===== config.mk =====
export PLATFORM = sky130hd
export DESIGN_NAME = quoted_argument_splitter_unit
export DESIGN_NICKNAME = d
export VERILOG_FILES = /design/src/sv/qas_pkg.sv /design/src/sv/qas_parse.sv /design/src/sv/qas_result_queue.sv /design/src/sv/quoted_argument_splitter_unit.sv
export SDC_FILE = /design/constraint.sdc
export NUM_CORES = 1
export LEC_CHECK = 0
export BUFFER_PORTS_ARGS = -buffer_cell sky130_fd_sc_hd__buf_2
export CORE_AREA = 2 2 105 107
export CTS_CLUSTER_DIAMETER = 200
export CTS_CLUSTER_SIZE = 30
export DETAILED_ROUTE_END_ITERATION = 16
export DIE_AREA = 0 0 107 109
export GPL_ROUTABILITY_DRIVEN = 0
export PLACE_DENSITY = 0.75
export SLEW_MARGIN = 20
export SYNTH_ARGS = -nofsm -noshare
export SYNTH_HDL_FRONTEND = slang
export SYNTH_SLANG_ARGS = --single-unit
export TNS_END_PERCENT = 20

===== constraint.sdc =====
create_clock -name clock -period 3.1 [get_ports clock]
set_input_delay 0.155 -clock clock [delete_from_list [all_inputs] [get_ports clock]]
set_output_delay 0.155 -clock clock [all_outputs]
set_load 0.01 [all_outputs]

===== src/sv/qas_pkg.sv =====
// Package for the quoted argument splitter: result kinds, character codes,
// the result record and parser state types. No dependencies.
package qas_pkg;

   localparam int unsigned KindWidth = 2;
   localparam int unsigned ByteWidth = 8;
   localparam int unsigned CountWidth = 8;
   localparam logic [CountWidth-1:0] MaxArgsReset = 8'd255;

   // Result kinds
   localparam logic [KindWidth-1:0] KIND_BYTE = 2'd0;
   localparam logic [KindWidth-1:0] KIND_END = 2'd1;
   localparam logic [KindWidth-1:0] KIND_DONE = 2'd2;
   localparam logic [KindWidth-1:0] KIND_QUOTE_ERR = 2'd3;

   // Special characters
   localparam logic [ByteWidth-1:0] CHAR_DQUOTE = 8'h22;
   localparam logic [ByteWidth-1:0] CHAR_SQUOTE = 8'h27;
   localparam logic [ByteWidth-1:0] CHAR_BSLASH = 8'h5C;
   localparam logic [ByteWidth-1:0] CHAR_SPACE = 8'h20;
   localparam logic [ByteWidth-1:0] CHAR_TAB = 8'h09;
   localparam logic [ByteWidth-1:0] CHAR_CR = 8'h0D;

   // Result queue geometry
   localparam int unsigned QueueDepth = 3;
   localparam int unsigned QueuePtrWidth = 2;
   localparam int unsigned QueueCntWidth = 2;

   typedef struct packed {
      logic [KindWidth-1:0] kind;
      logic [ByteWidth-1:0] out_byte;
      logic [CountWidth-1:0] arg_index;
      logic [CountWidth-1:0] arg_count;
      logic last;
   } result_type;

   // Up to two results caused by one item
   typedef struct packed {
      logic push_first;
      logic push_second;
      result_type first;
      result_type second;
   } push_type;

   typedef struct packed {
      logic in_single_quote;
      logic in_double_quote;
      logic escape_pending;
      logic at_boundary;
      logic arg_has_bytes;
      logic [CountWidth-1:0] args_done;
   } parse_state_type;

   function automatic logic is_space(input logic [ByteWidth-1:0] c);
      return (c == CHAR_SPACE) || ((c >= CHAR_TAB) && (c <= CHAR_CR));
   endfunction

   function automatic logic [QueuePtrWidth-1:0] ptr_next(input logic [QueuePtrWidth-1:0] p);
      logic [QueuePtrWidth-1:0] r;
      if (p == QueuePtrWidth'(QueueDepth - 1)) begin
         r = '0;
      end else begin
         r = p + 1'b1;
      end
      return r;
   endfunction

endpackage


===== src/sv/qas_parse.sv =====
// Parser for the quoted argument splitter: quote/escape state, argument
// counter, max_args register and per-item result generation. Uses qas_pkg.
module qas_parse
   import qas_pkg::*;
(
   input logic clock,
   input logic reset,
   input logic accept,
   input logic [ByteWidth-1:0] cmd_byte,
   input logic end_of_string,
   input logic cfg_write,
   input logic [CountWidth-1:0] cfg_max_args,
   output push_type push
);

   parse_state_type state_ff, state_in;
   logic [CountWidth-1:0] max_args_ff;
   push_type push_c;
   parse_state_type reset_state;
   logic [CountWidth-1:0] done_inc;
   logic ws;
   result_type lit;

   assign reset_state = '{in_single_quote: 1'b0, in_double_quote: 1'b0,
                          escape_pending: 1'b0, at_boundary: 1'b1,
                          arg_has_bytes: 1'b0, args_done: '0};
   assign done_inc = state_ff.args_done + 1'b1;
   assign ws = is_space(cmd_byte);
   assign lit = '{kind: KIND_BYTE, out_byte: cmd_byte, arg_index: state_ff.args_done,
                  arg_count: '0, last: 1'b1};

   // Next state and results for the item on the inputs
   always_comb begin
      state_in = state_ff;
      push_c = '0;
      if (end_of_string) begin
         state_in = reset_state;
         if (state_ff.in_single_quote || state_ff.in_double_quote) begin
            push_c.push_first = 1'b1;
            push_c.first = '{kind: KIND_QUOTE_ERR, out_byte: '0, arg_index: '0,
                             arg_count: '0, last: 1'b1};
         end else if (state_ff.arg_has_bytes && (state_ff.args_done < max_args_ff)) begin
            push_c.push_first = 1'b1;
            push_c.first = '{kind: KIND_END, out_byte: '0, arg_index: state_ff.args_done,
                             arg_count: '0, last: 1'b0};
            push_c.push_second = 1'b1;
            push_c.second = '{kind: KIND_DONE, out_byte: '0, arg_index: '0,
                              arg_count: done_inc, last: 1'b1};
         end else begin
            push_c.push_first = 1'b1;
            push_c.first = '{kind: KIND_DONE, out_byte: '0, arg_index: '0,
                             arg_count: state_ff.args_done, last: 1'b1};
         end
      end else if ((state_ff.args_done < max_args_ff) &&
                   !(state_ff.at_boundary && ws)) begin
         state_in.at_boundary = 1'b0;
         push_c.first = lit;
         if (state_ff.escape_pending) begin
            state_in.escape_pending = 1'b0;
            state_in.arg_has_bytes = 1'b1;
            push_c.push_first = 1'b1;
         end else if (cmd_byte == CHAR_BSLASH) begin
            if (state_ff.in_single_quote) begin
               state_in.arg_has_bytes = 1'b1;
               push_c.push_first = 1'b1;
            end else begin
               state_in.escape_pending = 1'b1;
            end
         end else if (cmd_byte == CHAR_DQUOTE) begin
            if (state_ff.in_single_quote) begin
               state_in.arg_has_bytes = 1'b1;
               push_c.push_first = 1'b1;
            end else begin
               state_in.in_double_quote = !state_ff.in_double_quote;
            end
         end else if (cmd_byte == CHAR_SQUOTE) begin
            if (state_ff.in_double_quote) begin
               state_in.arg_has_bytes = 1'b1;
               push_c.push_first = 1'b1;
            end else begin
               state_in.in_single_quote = !state_ff.in_single_quote;
            end
         end else if (ws && !state_ff.in_single_quote && !state_ff.in_double_quote) begin
            // unquoted whitespace closes the argument, even an empty one
            push_c.push_first = 1'b1;
            push_c.first = '{kind: KIND_END, out_byte: '0, arg_index: state_ff.args_done,
                             arg_count: '0, last: 1'b1};
            state_in.args_done = done_inc;
            state_in.at_boundary = 1'b1;
            state_in.arg_has_bytes = 1'b0;
         end else begin
            state_in.arg_has_bytes = 1'b1;
            push_c.push_first = 1'b1;
         end
      end
   end

   // Parser state and configuration register
   always_ff @(posedge clock) begin
      if (reset) begin
         state_ff <= reset_state;
         max_args_ff <= MaxArgsReset;
      end else begin
         if (accept) begin
            state_ff <= state_in;
         end
         if (cfg_write) begin
            max_args_ff <= cfg_max_args;
         end
      end
   end

   assign push.push_first = push_c.push_first & accept;
   assign push.push_second = push_c.push_second & accept;
   assign push.first = push_c.first;
   assign push.second = push_c.second;

endmodule


===== src/sv/qas_result_queue.sv =====
// Three-entry result queue for the quoted argument splitter; takes up to two
// results per cycle and hands out one per cycle while out_ready is high. Uses qas_pkg.
module qas_result_queue
   import qas_pkg::*;
(
   input logic clock,
   input logic reset,
   input push_type push,
   output logic room,
   output logic out_valid,
   input logic out_ready,
   output result_type out_item
);

   result_type entry_ff [QueueDepth];
   logic [QueuePtrWidth-1:0] wr_ptr_ff, wr_ptr_in;
   logic [QueuePtrWidth-1:0] rd_ptr_ff, rd_ptr_in;
   logic [QueueCntWidth-1:0] count_ff, count_in;
   logic [QueuePtrWidth-1:0] wr_ptr_second;
   logic pop;
   logic [QueueCntWidth-1:0] n_push;

   assign pop = out_valid && out_ready;
   assign n_push = {1'b0, push.push_first} + {1'b0, push.push_second};
   assign wr_ptr_second = ptr_next(wr_ptr_ff);

   // Pointer and occupancy update
   always_comb begin
      wr_ptr_in = wr_ptr_ff;
      if (push.push_second) begin
         wr_ptr_in = ptr_next(wr_ptr_second);
      end else if (push.push_first) begin
         wr_ptr_in = wr_ptr_second;
      end
      rd_ptr_in = pop ? ptr_next(rd_ptr_ff) : rd_ptr_ff;
      count_in = count_ff + n_push - {{(QueueCntWidth-1){1'b0}}, pop};
   end

   always_ff @(posedge clock) begin
      if (reset) begin
         wr_ptr_ff <= '0;
         rd_ptr_ff <= '0;
         count_ff <= '0;
      end else begin
         wr_ptr_ff <= wr_ptr_in;
         rd_ptr_ff <= rd_ptr_in;
         count_ff <= count_in;
      end
   end

   // Result storage, no reset needed
   always_ff @(posedge clock) begin
      if (push.push_first) begin
         entry_ff[wr_ptr_ff] <= push.first;
      end
      if (push.push_second) begin
         entry_ff[wr_ptr_second] <= push.second;
      end
   end

   // Room for the worst case of two results
   assign room = (count_ff <= QueueCntWidth'(QueueDepth - 2));
   assign out_valid = (count_ff != '0);
   assign out_item = entry_ff[rd_ptr_ff];

endmodule


===== src/sv/quoted_argument_splitter_unit.sv =====
// Top level of the quoted argument splitter: parser plus result queue.
// Depends on qas_pkg, qas_parse and qas_result_queue.
//
// Usage:
//   req_*  : one command byte per item (req_cmd_byte), or an end-of-string
//            marker (req_end_of_string = 1), valid/ready handshake.
//   rsp_*  : result items: argument byte, argument end, done with count, or
//            unterminated-quote error; rsp_last flags the final result of
//            each input item. valid/ready handshake.
//   csr_*  : write of max_args, always ready; write only while idle.
// A result is registered in the result queue when its item is accepted and is shown on rsp_* from there.
// Throughput: one input item per cycle while results drain one per cycle.
// An end-of-string item that closes an argument gives two results;
// the three-entry result queue holds both.
// An item is taken only when the queue has room for two results, so a
// stalled receiver holds req_ready low once two or three results wait.
// Reset clears the parser, empties the queue and sets max_args to 255.
module quoted_argument_splitter_unit
   import qas_pkg::*;
(
   input logic clock,
   input logic reset,
   input logic req_valid,
   output logic req_ready,
   input logic [ByteWidth-1:0] req_cmd_byte,
   input logic req_end_of_string,
   output logic rsp_valid,
   input logic rsp_ready,
   output logic [KindWidth-1:0] rsp_kind,
   output logic [ByteWidth-1:0] rsp_out_byte,
   output logic [CountWidth-1:0] rsp_arg_index,
   output logic [CountWidth-1:0] rsp_arg_count,
   output logic rsp_last,
   input logic csr_valid,
   output logic csr_ready,
   input logic [CountWidth-1:0] csr_max_args
);

   push_type push;
   result_type out_item;
   logic room;
   logic accept;

   assign req_ready = room;
   assign accept = req_valid && room;
   assign csr_ready = 1'b1;

   qas_parse u_parse (
      .clock(clock),
      .reset(reset),
      .accept(accept),
      .cmd_byte(req_cmd_byte),
      .end_of_string(req_end_of_string),
      .cfg_write(csr_valid),
      .cfg_max_args(csr_max_args),
      .push(push)
   );

   qas_result_queue u_queue (
      .clock(clock),
      .reset(reset),
      .push(push),
      .room(room),
      .out_valid(rsp_valid),
      .out_ready(rsp_ready),
      .out_item(out_item)
   );

   assign rsp_kind = out_item.kind;
   assign rsp_out_byte = out_item.out_byte;
   assign rsp_arg_index = out_item.arg_index;
   assign rsp_arg_count = out_item.arg_count;
   assign rsp_last = out_item.last;

endmodule


**Word-level counts from Yosys, hierarchy flattened**

Memory sizes are Yosys's and may differ from the RTL's. A register that Yosys moved wholly into a read port is not among the register bits.
Index checks and enable logic that the tools add are counted.

- Memories kept: 1
- Input bits: 22
- Bits in writable memories: 81
- Flip-flop bits (word level): 27
- Output and inout port bits: 30

- Order comparisons: 4
- Reduce and logical (&&, ||, !) cells: 24
- Add/sub/neg operators: 7
- Bitwise gates (word level): 2
- Muxes and demuxes: 63
- Eq/ne operators: 14

Memories:

| name | depth | width | read ports | clocked after memory_dff | write ports | RTL line | text |
|---|---|---|---|---|---|---|---|
| u_queue.entry_ff | 3 | 27 | 1 | 1 | 2 | qas_result_queue.sv:15 | `result_type entry_ff [QueueDepth];` |

Operators with widths:

| operator | number |
|---|---|
| two-way mux 27 bit | 11 |
| two-way mux 8 bit | 5 |
| two-way mux 1 bit | 35 |
| two-way mux 13 bit | 2 |
| two-way mux 26 bit | 1 |
| == test 8 x 6 -> 1 bit (second input constant) | 3 |
| two-way mux 2 bit | 9 |
| AND reduction 7 bit | 2 |
| inequality test 2 bit (second input constant) | 6 |
| nonzero test 2 bit | 6 |
| adder 8 x 1 -> 8 bit (second input constant) | 1 |
| == test 8 x 7 -> 1 bit (second input constant) | 1 |
| >= comparator 8 x 4 -> 1 bit (second input constant) | 1 |
| <= comparator 8 x 4 -> 1 bit (second input constant) | 1 |
| logical AND 1 bit | 8 |
| < comparator 8 bit | 1 |
| adder 2 x 1 -> 2 bit (second input constant) | 3 |
| == test 2 bit (second input constant) | 3 |
| inequality test 6 x 2 -> 1 bit (second input constant) | 1 |
| AND reduction 6 bit | 1 |
| logical NOT 1 bit | 3 |
| AND reduction 3 bit | 1 |
| adder 1 x 1 -> 2 bit | 1 |
| adder 2 bit | 1 |
| 5 further kinds | 7 |

**Depth between registers and ports, before layout**

Gate-level depths: netlist (run 1).

- Depth in word-level cells: 12
- Mapped depth: 14
- Mapped depth without buffers: 12

**By module**

From an unflattened synthesis (run 1), not the netlist that was laid out.

- Cell total of the unflattened synthesis: 522
- Area, all modules: 6,187.2 µm²

Modules (own cells, without submodules):

| module | cells an instance | times used | area each (µm²) |
|---|---|---|---|
| qas_result_queue | 302 | 1 | 4,509.3 |
| qas_parse | 217 | 1 | 1,660.3 |
| quoted_argument_splitter_unit | 3 | 1 | 17.5 |

**Least setup slack after synthesis (run 1)**

Ideal clock, no wire load.

- Path kind: register to register
- From: register u_parse.state_ff, in the netlist u_parse.lit[11]
- To: register u_queue.count_ff[1]
- Stages on the path, launching flop included: 14
- Data arrival time: 2.816 ns
- Clock period less this slack: 2.944 ns
- Library setup time: 0.128 ns
- Path slack: 0.156 ns
- Data required time: 2.972 ns
- Cells stage by stage: dfxtp_1 -> ha_1 -> o21a_1 -> o21ai_0 -> o21a_1 -> o2111a_2 -> inv_4 -> buf_6 -> buf_6 -> ha_1 -> inv_1 -> fa_1 -> xnor2_1 -> nor2_1

- Word-level cells in the longest chain between the ends: 9

RTL lines:

| what | RTL line | text |
|---|---|---|
| start: declaration | qas_parse.sv:16 | `parse_state_type state_ff, state_in;` |
| start signal: assignment | qas_parse.sv:101 | `state_ff <= reset_state;` |
| start signal: assignment | qas_parse.sv:105 | `state_ff <= state_in;` |
| < comparator 8 bit * | qas_parse.sv:42, qas_parse.sv:54 |  |
| logical AND 1 bit | qas_parse.sv:42 | `end else if (state_ff.arg_has_bytes && (state_ff.args_done < max_args_ff)) begin` |
| two-way mux 1 bit | qas_parse.sv:42 |  |
| two-way mux 1 bit | qas_parse.sv:38 | `if (state_ff.in_single_quote \|\| state_ff.in_double_quote) begin` |
| two-way mux 1 bit | qas_parse.sv:36 | `if (end_of_string) begin` |
| AND 1 bit | qas_parse.sv:114 | `assign push.push_second = push_c.push_second & accept;` |
| adder 1 x 1 -> 2 bit * | qas_result_queue.sv:24 | `assign n_push = {1'b0, push.push_first} + {1'b0, push.push_second};` |
| adder 2 bit * | qas_result_queue.sv:36 | `count_in = count_ff + n_push - {{(QueueCntWidth-1){1'b0}}, pop};` |
| subtractor 2 x 1 -> 2 bit * | qas_result_queue.sv:36 |  |
| end signal: assignment | qas_result_queue.sv:47 | `count_ff <= count_in;` |
| end: declaration | qas_result_queue.sv:18 | `logic [QueueCntWidth-1:0] count_ff, count_in;` |

Mark *: on every way between the ends. The rest lies on a longest branch, timed or not.
A chain may end at the register's enable or synchronous reset.

**Final worst setup path (run 1)**

- From: register u_parse.state_ff, in the netlist u_parse.lit[16]
- To: register u_queue.count_ff[1]

The elaborated chain is that of the path after synthesis.

==> impl_metrics.yaml, run 1 <==
flow_run:
  maxCapViolations: 0
timing:
  finClkSkew_ns: 0.0124
  drv_slew: 0
  fin_crit_ns: 2.83
  finalWorstSetupSlack_ns: 0.269
  max_slew_margin_pct: 55.1
  period_share_pct: 91.3
  rsz0062_at_grt: "false"
  hold_viol: 0
  fmaxAchievable_mhz: 353
  finalSetupViolations: 0
  tightestPinTransition_ns: 0.674
  fin_tns_setup_ns: 0
global_routing:
  grt_pass1_vias: 4650
  grt_overflow_total: 0
  antenna_found_initial: 0
  grt_max_degree: 29
  grtUsageTotal_pct: 26.2
  grt_pass1_wl_um: 23900
power_and_ir_drop:
  p_per_area_nw_per_um2: 595
  leakage_nw: 2.32
  ir_drop_mv: 0.447
placement:
  io_buffer_count: 50
  dp_worst_setup_slack_ns: 0.160
  hpwl_um: 10100
floorplanning:
  ios: 52
  row_count: 38
  fp.dieArea_sq_um: 11700
  initial_utilization_pct: 52.7
  die_h_um: 109
  fp.dieW_um: 107
  core_area_sq_um: 10600
cts:
  cts.sinks: 110
  clk_latency_ns: 0.37
  cts_tree: "built"
  cts_setup_buffers: 0
  cts-root-buf: "clkbuf_8"
  htree_num_levels: 3
  clkTransAtPathRegs_ns: 0.10
  cts_made_buffers: 9
  cts_buffer_depth: 2
layout:
  utilization_pct: 58.2
  syn_to_final_growth_pct: 10.5
  num-nets-final: 685
  drive_above_1_share_pct: 14.9
  layout_common_cells: "nand2_1, dfxtp_1, o21ai_0, buf_2, o211ai_1"
  n_antenna_cell: 0
  mostFrequentLayoutCell: "nand2_1"
worst_setup_path:
  r2r-end: "u_queue.count_ff[1]"
  worst-path-max-fanout: 19
  cp-start-kind: "register"
  endpoint_kind: "register"
  setup.worst_path.start: "u_parse.lit[16]"
  r2r_slack_ns: 0.27
  r2r_start: "u_parse.lit[16]"
  timing_worst_setup_path_type: "reg2reg"
  crit_end: "u_queue.count_ff[1]"
  rr_worst_depth: 11
  required_ns: 3.36
  arrival_ns: 3.09
synth:
  synth_top_area_share_pct: 28.7
  synth_edf_count: 30
  netlist-cell-type-count: 65
  synth_fp_nets: 647
  yosys_warnings: 0
  syn_area_sq_um: 5580
  syn_area_per_cell_sq_um: 9.08
  yosys_register_bits: 110
  yosys.area.top_type: "dfxtp_1"
  ys.flop_type: "dfxtp_1"
  netlist_instances: 615
  yosysSeqAreaShare_pct: 44.8
  synth_area_leaders: "dfxtp_1, edfxtp_1, o21ai_0"
  synthArstFlopShare_pct: 0
detailed_routing:
  drt-pass1-iter-count: 6
  routedWlPerCell_um: 18.5
  wl_um: 14800
  antenna_left: 0
  viasPerCell: 6.21
  vias: 4957
  route.detailed.drc: 0
  drt_iter0_markers: 508
status:
  outcome: "finished, final reports clean"
hold_path:
  worstHoldPathType: "in2reg"
  hold_path_startpoint: "csr_max_args[0]"
## sequential cells by signal, summed over array words and instances (netlist names), named ones only
register and count:
u_queue.rd_ptr_ff 2, u_parse.state_ff 5, u_queue.count_ff 2, u_queue.entry_ff 81
u_parse.max_args_ff 8, u_parse.lit 8, u_queue.wr_ptr_ff 2
## power by group
part | total [mW] | internal [mW] | switching [mW]
sequential | 1.81 | 1.70 | 0.110
clock | 0.811 | 0.342 | 0.468
combinational | 1.05 | 0.393 | 0.656
total | 3.67 | 2.44 | 1.23
## worst min path at each step
stage | end | slack, ns | cells after the start
2_1_floorplan | u_parse.max_args_ff[0] | 0.28 | 2
3_3_place_gp | u_parse.max_args_ff[0] | 0.38 | 3
3_5_place_dp | u_parse.max_args_ff[5] | 0.39 | 3
4_1_cts | u_parse.max_args_ff[6] | 0.0002 | 3
5_1_grt | u_parse.max_args_ff[0] | 0.02 | 3
6_report | u_parse.max_args_ff[0] | 0.004 | 3
## stage by stage
stage	instances	instance area (sq um)	hold slack, ns	power (mW)
after global routing	798	6170	0.0200	3.87
after global placement	780	5970	0.376	2.85
after CTS	798	6170	0.000166	3.68
after detailed placement	780	5970	0.388	2.88
final	798	6170	0.00432	3.67
after floorplan	615	5580	0.283	2.54
## cells in the mapped netlist (all sizes together) (4+ instances only)
cell and count:
o21ai 81, and3 8, dfxtp 80, nand3b 4
nand3 13, o211ai 32, o2bb2ai 4, o21a 4
mux2i 29, nand2b 9, ha 9, buf 17
a21o 6, nor2 25, edfxtp 30, inv 12
a21oi 21, or3 4, a31oi 10, clkbuf 31
nor4b 4, nor3 12, nor2b 4, nand4 8
a32o 24, nand2 88
## layout make-up
class / count / area [sq um]
fillers: 967 / 4430
multi-input cells: 443 / 2820
flip-flops and latches: 110 / 2500
repair buffers: 75 / 443
well taps: 140 / 175
clock buffers: 13 / 160
inverters: 14 / 55.1
clock inverters: 3 / 18.8
## layer usage
layer	vias up	wire [um]	global-route usage (%)
met5	-	0	0
met4	0	434	10.2
met3	31	1150	5.08
met2	229	6770	42.3
met1	2339	6440	34.9
li1	2358	-	-
## worst max-delay path, cell delays in order (launching register included)
cell	delay [ns]
dfxtp_2	0.39
ha_1	0.35
a21o_1	0.18
a31oi_1	0.22
o21a_1	0.19
o2111a_2	0.29
inv_4	0.13
ha_1	0.29
inv_1	0.05
fa_1	0.40
xnor2_1	0.17
nor2_1	0.05
## cells by family (layout without fill, tap and decap cells)
kind of cell,after synthesis,in the layout,share of synthesized area [%]
compound gates,202,202,24.2
buf+inv,62,105,4.77
fa+ha+maj,10,10,2.38
other cells,1,1,0.0672
flops,110,110,44.8
simple gates,196,196,17.8
xor+xnor,5,5,0.784
mux,29,29,5.20
## repair_timing
item,CTS,global route
hold buffers,2,0
gates resized for setup,0,2
endpoints found under the setup margin,0,10
endpoints found under the hold margin,2,0
Note: power is estimated with default switching activity, not from simulation.
==> run 2, diff against run 1 <==
ABC_AREA = 1   (was unset)
CORE_AREA = 2 2 104 106   (was 2 2 105 107)
DIE_AREA = 0 0 106 108   (was 0 0 107 109)
PLACE_DENSITY = unset   (was 0.75)
PLACE_DENSITY_LB_ADDON = 0.1   (was unset)
RECOVER_POWER = 100   (was unset)
==> run 2 against run 1 <==
Compared with the run above: non-clock buffer count fell by 9; flip-flop and latch count is the same; fmax up 5.4%; design area down 4.2%; via count is 1.1% higher; setup slack better by 0.14 ns; clock power rose by 5.7%; total power increased by 35%; sequential share of layout area grew 1.7 points; utilization fell by 0.41 points; largest power group unchanged.
==> impl_metrics.yaml, run 2 <==
worst_setup_path:
  cp-start-kind: "register"
  timing_worst_setup_path_type: "reg2reg"
  worst-path-max-fanout: 22
  crit_top_cell: "nand2_1"
  r2r_start: "u_parse.lit[12]"
  endpoint_kind: "register"
  r2r_slack_ns: 0.41
  slowest_stage: "dfxtp_1"
  crit_end: "u_queue.entry_ff[0][2]"
  worstPathCellList: "ha_1, a21oi_1, nand2_1, nand2_1, nand3_1, nand2_4, nand3_4, nor2_4, inv_2, nand2_1"
  required_ns: 3.12
  rr_worst_depth: 10
  r2r-end: "u_queue.entry_ff[0][2]"
  setup.worst_path.start: "u_parse.lit[12]"
  slowest_delay_ns: 0.44
  arrival_ns: 2.71
hold_path:
  hold_depth: 3
  worstHoldPathType: "in2reg"
layout:
  n_antenna_cell: 0
  drive_above_1_share_pct: 8.66
  num-nets-final: 801
  layout_common_cells: "nor2_1, nand2_1, dfxtp_1, o21ai_0, a21oi_1"
  fillers: 973
  largest_reg_flops: 81
  syn_to_final_growth_pct: 8.12
  regMostFlops: "u_queue.entry_ff"
  mostFrequentLayoutCell: "nor2_1"
cts:
  cts_tree: "built"
  cts_setup_buffers: 0
  cts.sinks: 110
  cts_buffer_depth: 2
  clkTransAtPathRegs_ns: 0.10
  cts_made_buffers: 9
  clk_latency_ns: 0.38
  htree_num_levels: 3
  cts-root-buf: "clkbuf_8"
global_routing:
  grt_pass1_wl_um: 24200
  grtUsageTotal_pct: 27.2
  grt_pass1_vias: 4848
  antenna_found_initial: 0
  grt_overflow_total: 0
  grt_max_degree: 29
timing:
  timing.hold.ws_ns: 0.0109
  fin_tns_setup_ns: 0
  finClkSkew_ns: 0.0150
  period_share_pct: 86.7
  drv_slew: 0
  max_slew_margin_pct: 41.4
  rsz0062_at_grt: "false"
  fmaxAchievable_mhz: 372
  tightestPinTransition_ns: 0.878
  fin_crit_ns: 2.69
  finalSetupViolations: 0
  hold_viol: 0
detailed_routing:
  antenna_left: 0
  wl_um: 14700
  viasPerCell: 5.51
  drt_iter0_markers: 371
  route.detailed.drc: 0
  drt-pass1-iter-count: 5
  vias: 5014
  routedWlPerCell_um: 16.2
synth:
  netlist_instances: 727
  synth_area_leaders: "dfxtp_1, edfxtp_1, nor2_1"
  yosys.cell_count.top_type: "nor2_1"
  syn_area_sq_um: 5470
  synth_common_cells: "nor2_1, nand2_1, dfxtp_1"
  yosys_register_bits: 110
  ys.flop_type: "dfxtp_1"
  synth_top_area_share_pct: 29.3
  synth_fp_nets: 759
  yosysSeqAreaShare_pct: 45.8
  synthArstFlopShare_pct: 0
  yosys_warnings: 0
  syn_area_per_cell_sq_um: 7.52
  yosys.area.top_type: "dfxtp_1"
  netlist-cell-type-count: 40
  synth_edf_count: 30
power_and_ir_drop:
  p_per_area_nw_per_um2: 837
  pwr-share-seq_pct: 44.4
  switching_share_pct: 40.5
  switching_power_mw: 2.00
  internal-power_mw: 2.94
  combinationalPowerShare_pct: 38.3
  leakage_nw: 2.65
  ir_drop_mv: 0.437
  pwr-share-clk_pct: 17.3
floorplanning:
  fp.dieArea_sq_um: 11400
  fp.dieW_um: 106
  row_count: 37
  core_area_sq_um: 10200
  ios: 52
  die_h_um: 108
  initial_utilization_pct: 53.5
placement:
  hpwl_um: 9930
  io_buffer_count: 50
flow_run:
  maxCapViolations: 0
status:
  outcome: "finished, final reports clean"
[run 2: cell types whose count changed in the layout (fill, tap and decap cells not counted), sizes merged, moves of 31 or more]
cell / before / now
nand2: 88 / 124
nor2: 25 / 166
buf: 73 / 29
o211ai: 32 / 1
inv: 13 / 58
a21oi: 21 / 75
[run 2: worst min-delay path by stage]
stage,start,endpoint,slack (ns)
floorplan,reset,u_parse.max_args_ff[0],0.25
global route,csr_max_args[6],u_parse.max_args_ff[6],0.02
CTS,csr_max_args[6],u_parse.max_args_ff[6],0.007
global placement,csr_max_args[0],u_parse.max_args_ff[0],0.37
detailed placement,csr_max_args[1],u_parse.max_args_ff[1],0.38
finish,csr_max_args[6],u_parse.max_args_ff[6],0.01
[run 2: stage by stage]
stage / power (mW) / instances / instance area [sq um] / setup slack, ns / util, %
after detailed placement: 4.18 / 889 / 5740 / 0.520 / 56.1
after CTS: 5.03 / 910 / 5980 / 0.504 / 58.4
final: 4.95 / 910 / 5910 / 0.413 / 57.8
after global routing: 5.33 / 910 / 5910 / 0.138 / 57.8
after global placement: 4.11 / 889 / 5740 / 0.617 / 56.1
after floorplan: 3.55 / 727 / 5470 / 0.719 / -
[run 2: what timing repair did]
| action | CTS | global route |
|---|---|---|
| hold endpoints to repair | 5 | 0 |
| resized for setup | 0 | 0 |
| hold buffers | 5 | 0 |
[run 2: power by group through the flow]
stage	registers [mW]	clock network [mW]	logic, mW
floorplan	2.15	0	1.40
finish	2.19	0.857	1.90
detailed placement	2.22	0	1.96
global placement	2.20	0	1.91
CTS	2.19	0.869	1.97
global route	2.24	0.926	2.17
[run 2: per-layer routing]
layer / vias up / GRT usage [%] / wire (um)
met5: - / 0 / 0
met4: 0 / 10.5 / 377
met3: 31 / 4.16 / 937
met2: 177 / 45.3 / 6990
met1: 2340 / 35.9 / 6420
li1: 2466 / - / -
[run 2: final cells by class]
class	count	area, sq um	share of cell area [%]
clock buffer	10	149	2.52
clock inverter	6	41.3	0.698
inverter	58	218	3.68
multi-input combinational	524	2500	42.3
sequential	110	2500	42.3
tap	136	170	2.88
timing repair buffer	66	334	5.65
[run 2: cell families (layout without fill, tap and decap cells)]
kind of cell / after synthesis / after routing / synth area share (%)
AOI/OAI and AO/OA: 179 / 179 / 17.2
xor gates and xnor gates: 7 / 7 / 1.12
adders and majority gates: 10 / 10 / 2.43
buffers and inverters: 93 / 140 / 8.28
DFF: 110 / 110 / 45.8
other: 1 / 1 / 0.0686
and+or+nand+nor: 327 / 327 / 25.1
[run 2: worst max-delay path: cells and delay by family (launching register included)]
family,cells,cell delay (ns)
AO/OA/AOI/OAI,1,0.15
adder cells (fa/ha/maj),1,0.28
buffers and inverters,1,0.20
flip-flops,1,0.44
AND/OR/NAND/NOR,7,1.26
==> run 3, diff against run 2 <==
--- a/constraint.sdc
+++ b/constraint.sdc
@@ -3,2 +3,2 @@
 set_output_delay 0.155 -clock clock [all_outputs]
-set_load 0.01 [all_outputs]
+set_load 0.05 [all_outputs]
==> run 3 against run 2 <==
Compared with the run above: clock-buffer cell count increased by 2; first-iteration DRC count increased by 4.3%; global-route usage about the same; total power increased by 18%; register-to-register slack about the same; final cell count increased by 0.11%; largest power group is now combinational logic; highest routed layer unchanged.
==> impl_metrics.yaml, run 3 (synthesized netlist as in run 2, its figures left out) <==
detailed_routing:
  vias: 5019
  viasPerCell: 5.51
  route.detailed.drc: 0
  dr_wl_met3_um: 987
  maxUsedRoutingLayer: "met4"
  wl_met2_um: 7030
  drt-pass1-iter-count: 4
  drt-met1-wl_um: 6470
  routedWlPerCell_um: 16.2
  drt_iter0_markers: 387
  wl_um: 14700
  antenna_left: 0
cts:
  clk_latency_ns: 0.38
  cts_setup_buffers: 0
  cts-root-buf: "clkbuf_8"
  ctsResizeCount: 0
  htree_num_levels: 3
  cts_made_buffers: 9
  cts_buffer_depth: 2
  cts.sinks: 110
  cts_tree: "built"
  clkTransAtPathRegs_ns: 0.10
floorplanning:
  core_area_sq_um: 10200
  row_count: 37
  die_h_um: 108
  fp.dieW_um: 106
  ios: 52
  fp.dieArea_sq_um: 11400
  initial_utilization_pct: 53.5
timing:
  finClkSkew_ns: 0.0111
  tightestPinTransition_ns: 0.865
  finalSetupViolations: 0
  max_slew_margin_pct: 42.3
  period_share_pct: 86.8
  fin_crit_ns: 2.69
  rsz0062_at_grt: "false"
  fmaxAchievable_mhz: 371
  hold_viol: 0
  timing.hold.ws_ns: 0.0436
  drv_slew: 0
  fin_tns_setup_ns: 0
worst_setup_path:
  worst-path-max-fanout: 10
  cp-start-kind: "register"
  r2r_start: "u_parse.lit[12]"
  required_ns: 3.12
  endpoint_kind: "register"
  r2r-end: "u_queue.entry_ff[0][3]"
  arrival_ns: 2.71
  rr_worst_depth: 8
  crit_end: "u_queue.entry_ff[0][3]"
  timing_worst_setup_path_type: "reg2reg"
  setup.worst_path.start: "u_parse.lit[12]"
  r2r_slack_ns: 0.41
global_routing:
  grt_max_degree: 29
  grt_pass1_vias: 5017
  grtUsageTotal_pct: 27.2
  grt_overflow_total: 0
  grt_pass1_wl_um: 24300
  antenna_found_initial: 0
layout:
  syn_to_final_growth_pct: 8.63
  largest_reg_flops: 81
  drive_above_1_share_pct: 8.52
  mostFrequentLayoutCell: "nor2_1"
  num-nets-final: 802
  layout_common_cells: "nor2_1, nand2_1, dfxtp_1, o21ai_0, a21oi_1"
  regMostFlops: "u_queue.entry_ff"
  n_antenna_cell: 0
power_and_ir_drop:
  p_per_area_nw_per_um2: 983
  p_total_mw: 5.84
  leakage_nw: 2.66
  ir_drop_mv: 0.611
status:
  outcome: "finished, final reports clean"
placement:
  io_buffer_count: 50
  hpwl_um: 9910
flow_run:
  maxCapViolations: 0
hold_path:
  worstHoldPathType: "in2reg"
-- run 3: cell types whose count changed in the layout (fill, tap and decap cells not counted), sizes merged --
cell	delta
dlygate4sd3	+1
buf	+1
inv	-2
clkbuf	+1
-- run 3: power breakdown --
group | total (mW) | switching, mW | internal, mW
clock network | 0.903 | 0.509 | 0.394
registers | 2.20 | 0.227 | 1.97
logic | 2.74 | 2.11 | 0.630
total | 5.84 | 2.85 | 2.99
-- run 3: routing by layer --
metal	track usage, %	vias to the layer above
met1	34.8	2350
met3	4.52	17
met4	9.49	0
met5	0	-
li1	-	2464
met2	47.0	188
-- run 3: what timing repair did --
item                       4_1_cts  5_1_grt
setup endpoints to repair        0        0
hold endpoints to repair         6        0
hold buffers                     6        0
-- run 3: final cells by class --
cell class	count	area (sq um)
clock buffers	12	176
clock inverters	4	36.3
fillers	990	4290
inverters	58	218
multi-input cells	524	2490
flip-flops and latches	110	2500
well taps	136	170
repair buffers	67	347
-- run 3: worst min path at each step --
stage | startpoint | end | cells past startpoint
floorplan | reset | u_parse.max_args_ff[0] | 2
global placement | csr_max_args[0] | u_parse.max_args_ff[0] | 3
detailed placement | csr_max_args[0] | u_parse.max_args_ff[0] | 3
CTS | csr_max_args[5] | u_parse.max_args_ff[5] | 3
global route | csr_max_args[5] | u_parse.max_args_ff[5] | 3
finish | csr_max_args[7] | u_parse.max_args_ff[7] | 3
-- run 3: critical path, cell delays in order, from the launching register on --
cell and delay [ns]:
dfxtp_1 0.44, ha_1 0.28, a21oi_1 0.15, nand2_1 0.07, nand2_1 0.14, nand4_2 0.13, nor3_1 0.50, nand2_1 0.17
nand2_1 0.44
-- run 3: stage by stage --
step / instance area [sq um] / utilization (%) / setup slack, ns / std cells
global placement: 5740 / 56.1 / 0.617 / 889
finish: 5940 / 58.1 / 0.408 / 911
CTS: 6010 / 58.7 / 0.471 / 911
global route: 5940 / 58.1 / 0.147 / 911
detailed placement: 5740 / 56.1 / 0.481 / 889
floorplan: 5470 / - / 0.719 / 727
